===== src/sv/rps_row_cmp.sv =====
// Row order test: is the held row strictly before a stored row.
`default_nettype none
module rps_row_cmp #(
  parameter int unsigned MAX_DIMS = 8
) (
  input  wire logic [MAX_DIMS-1:0][31:0] held_keys,
  input  wire logic                      held_del,
  input  wire logic [MAX_DIMS-1:0][31:0] row_keys,
  input  wire logic                      row_del,
  input  wire logic [3:0]                dims,
  output logic                           held_first
);

  logic [MAX_DIMS-1:0][31:0] a_m;
  logic [MAX_DIMS-1:0][31:0] b_m;

  // unused dimensions compare as equal; highest dimension is most significant
  always_comb begin
    for (int d = 0; d < MAX_DIMS; d++) begin
      a_m[d] = (4'(d) < dims) ? held_keys[d] : 32'd0;
      b_m[d] = (4'(d) < dims) ? row_keys[d]  : 32'd0;
    end
    if (held_del) begin
      held_first = 1'b0;
    end else if (row_del) begin
      held_first = 1'b1;
    end else begin
      held_first = (a_m < b_m);
    end
  end

endmodule
`default_nettype wire


===== config.mk =====
export PLATFORM = sky130hd
export DESIGN_NAME = rps_row_cmp
export DESIGN_NICKNAME = d
export VERILOG_FILES = /design/src/sv/rps_row_cmp.sv
export SDC_FILE = /design/constraint.sdc
export NUM_CORES = 1
export LEC_CHECK = 0
export BUFFER_PORTS_ARGS = -buffer_cell sky130_fd_sc_hd__buf_2
export CORE_AREA = 5 5 198 200
export DETAILED_ROUTE_END_ITERATION = 8
export DIE_AREA = 0 0 203 205
export PLACE_DENSITY_LB_ADDON = 0.05
export SETUP_SLACK_MARGIN = 0.3
export SYNTH_ARGS = -nofsm -noshare
export SYNTH_HDL_FRONTEND = slang
export SYNTH_SLANG_ARGS = --single-unit

===== constraint.sdc =====
create_clock -name vclk -period 4.71
set_input_delay 0 -clock vclk [all_inputs]
set_output_delay 0 -clock vclk [all_outputs]
set_load 0.03 [all_outputs]

==> reports/qor.yml <==
synth_seq_area_share_pct: 0
setup_viol: 0
die_y_um: 205
critPathRequiredTime_ns: 4.71
power.density_nw_per_um2: 89.4
dp_cells: 2176
critPathBufInv: 4
cp.arrival_ns: 3.87
grt_overflow: 0
cts_setup_buffers: 0
cp-end-kind: "output pin"
core_region_area_um2: 37200
finalCritPeriodShare_pct: 82.1
dp_hpwl_um: 33900
via_count: 10000
drt-initial-drc-count: 283
cp_max_fo: 67
fin_tns_setup_ns: 0
synth_nets: 2004
regArea_um2: 0
first_pass_iters: 4
status: "complete, no violations"
nFlopsAndLatches: 0
ir_worst_vdd_v: 0.0000319
postSynthAreaPerCell_um2: 6.78
cp_slowest_stage_delay_ns: 0.45
cts_repair_resize_count: 0
grt_pass1_vias: 10500
post-route-drc-count: 0
start_kind: "input port"
instances_no_fill: 2187
slowest_stage: "buf_4"
relSlewSlack_pct: 49.8
die-width_um: 203
syn_area_um2: 8350
initial_core_util_pct: 22.4
grt_pass1_wl_um: 55500
drive_above_1_share_pct: 31.7
crit_chain: "buf_2 -> buf_4 -> a21o_1 -> buf_4 -> and2_1 -> ha_1 -> and4_1 -> and3_1 -> o221a_1 -> or3_1 -> a21oi_1 -> o221ai_1 -> o32ai_1 -> o211a_1 -> buf_2"
cap_violations: 0
rsz0062_at_grt: "false"
io_pins: 519
fmax_mhz: 259
worst-slew-pin-transition_ns: 0.753
die_area_um2: 41600
drv_slew: 0
hold_buffers: 0
crit_family: "compound AO/OA/AOI/OAI gates"
critical_path_class: "input port to output pin"
hold_class: "input port to output pin"
vias_per_cell: 4.58
grt_max_degree: 68
hold_violations: 0
wl_um: 37300
area_delta_synth_final_pct: 36.8
fin_crit_ns: 3.87
drt-wirelength-per-cell_um: 17.1
syn_inst: 1231
postRouteAntennaNets: 0
rows: 71
port-buffer-count: 519
nets: 2477
grtUsageTotal_pct: 16.5
nClkBuffers: 0
gp_congestion: 0.801
yosys.cell_types.count: 52
leakage_nw: 6.26
yosysWarnings: 0
antenna_found_initial: 21
-- area by class of cell --
| class | count | area (um2) |
|---|---|---|
| fillers | 4367 | 25800 |
| well taps | 474 | 593 |
| inverters | 7 | 26.3 |
| diodes | 11 | 27.5 |
| repair buffers | 527 | 2660 |
| multi-input cells | 1168 | 8120 |
-- synth_stat cells, types with 2 or more instances --
master | instances | area, um2
nor2b_1 | 5 | 31.3
a2111oi_0 | 7 | 61.3
o211a_1 | 2 | 20.0
and3_1 | 4 | 25.0
a211oi_1 | 11 | 82.6
a21boi_0 | 4 | 30.0
inv_1 | 7 | 26.3
a21o_1 | 29 | 218
o21ai_1 | 6 | 30.0
nand2b_1 | 3 | 18.8
and4_1 | 7 | 61.3
and2_1 | 255 | 1600
clkbuf_1 | 56 | 210
o21bai_1 | 2 | 15.0
nand3_1 | 25 | 125
o41ai_1 | 2 | 17.5
nand2_1 | 294 | 1100
a221oi_1 | 4 | 35.0
o221ai_1 | 3 | 26.3
ha_1 | 255 | 3190
nor4_1 | 3 | 18.8
or3_1 | 4 | 25.0
nand4_2 | 2 | 25.0
o21ai_0 | 29 | 145
nor3_1 | 12 | 60.1
nand4_1 | 45 | 282
a211o_1 | 3 | 26.3
o211ai_1 | 7 | 52.6
o21a_1 | 8 | 60.1
a31oi_1 | 3 | 18.8
a21oi_1 | 75 | 375
o2111ai_1 | 4 | 35.0
nor2_1 | 36 | 135
-- final timing paths --
check / startpoint / end / slack, ns / cells past startpoint
min: held_del / held_first / 0.57 / 4
max: dims[3] / held_first / 0.84 / 15
-- per-stage QoR --
step	power, mW	util [%]	hold WS, ns	cell area [um2]	worst slack [ns]
2_1_floorplan	0.640	-	0.260	8350	1.95
4_1_cts	1.04	30.6	0.628	11400	0.607
3_3_place_gp	1.04	30.6	0.604	11400	0.672
3_5_place_dp	1.03	30.6	0.626	11400	0.627
6_report	1.02	30.7	0.574	11400	0.842
5_1_grt	1.19	30.6	0.638	11400	0.346
-- layout by cell type, fill, tap and decap left out, types with 8 or more instances in the layout --
cell | synthesis | final
buf_4 | 0 | 8
buf_2 | 0 | 519
nand4_1 | 45 | 45
o21ai_0 | 29 | 29
o21a_1 | 8 | 8
diode_2 | 0 | 11
and2_1 | 255 | 255
a21oi_1 | 75 | 75
nand3_1 | 25 | 25
ha_1 | 255 | 255
nor3_1 | 12 | 12
nor2_1 | 36 | 36
nand2_1 | 294 | 294
a211oi_1 | 11 | 11
a21o_1 | 29 | 28
-- cell families after synthesis --
logic type | share of synthesized area (%)
and+or+nand+nor | 42.8
adders and majority gates | 38.2
AOI/OAI and AO/OA | 16.2
buffers and inverters | 2.83
-- worst min-delay path, stage by stage --
cell     delay, ns
buf_2         0.13
o32ai_1       0.12
o211a_1       0.12
buf_2         0.19
-- routing by layer --
metal  track usage [%]  part of all wire [%]
met1              19.1                    41
met2              32.2                    52
met3              4.02                   6.6
met4             0.776                  0.45
met5                 0                  0.39
-- power breakdown --
group          leakage, nW  switching, mW   total [mW]  internal, mW
sequential               0              0            0             0
combinational         6.26          0.508         1.02         0.513
clock            0.0000697              0  0.000000313   0.000000313
Power figures use the tool's default switching activity.
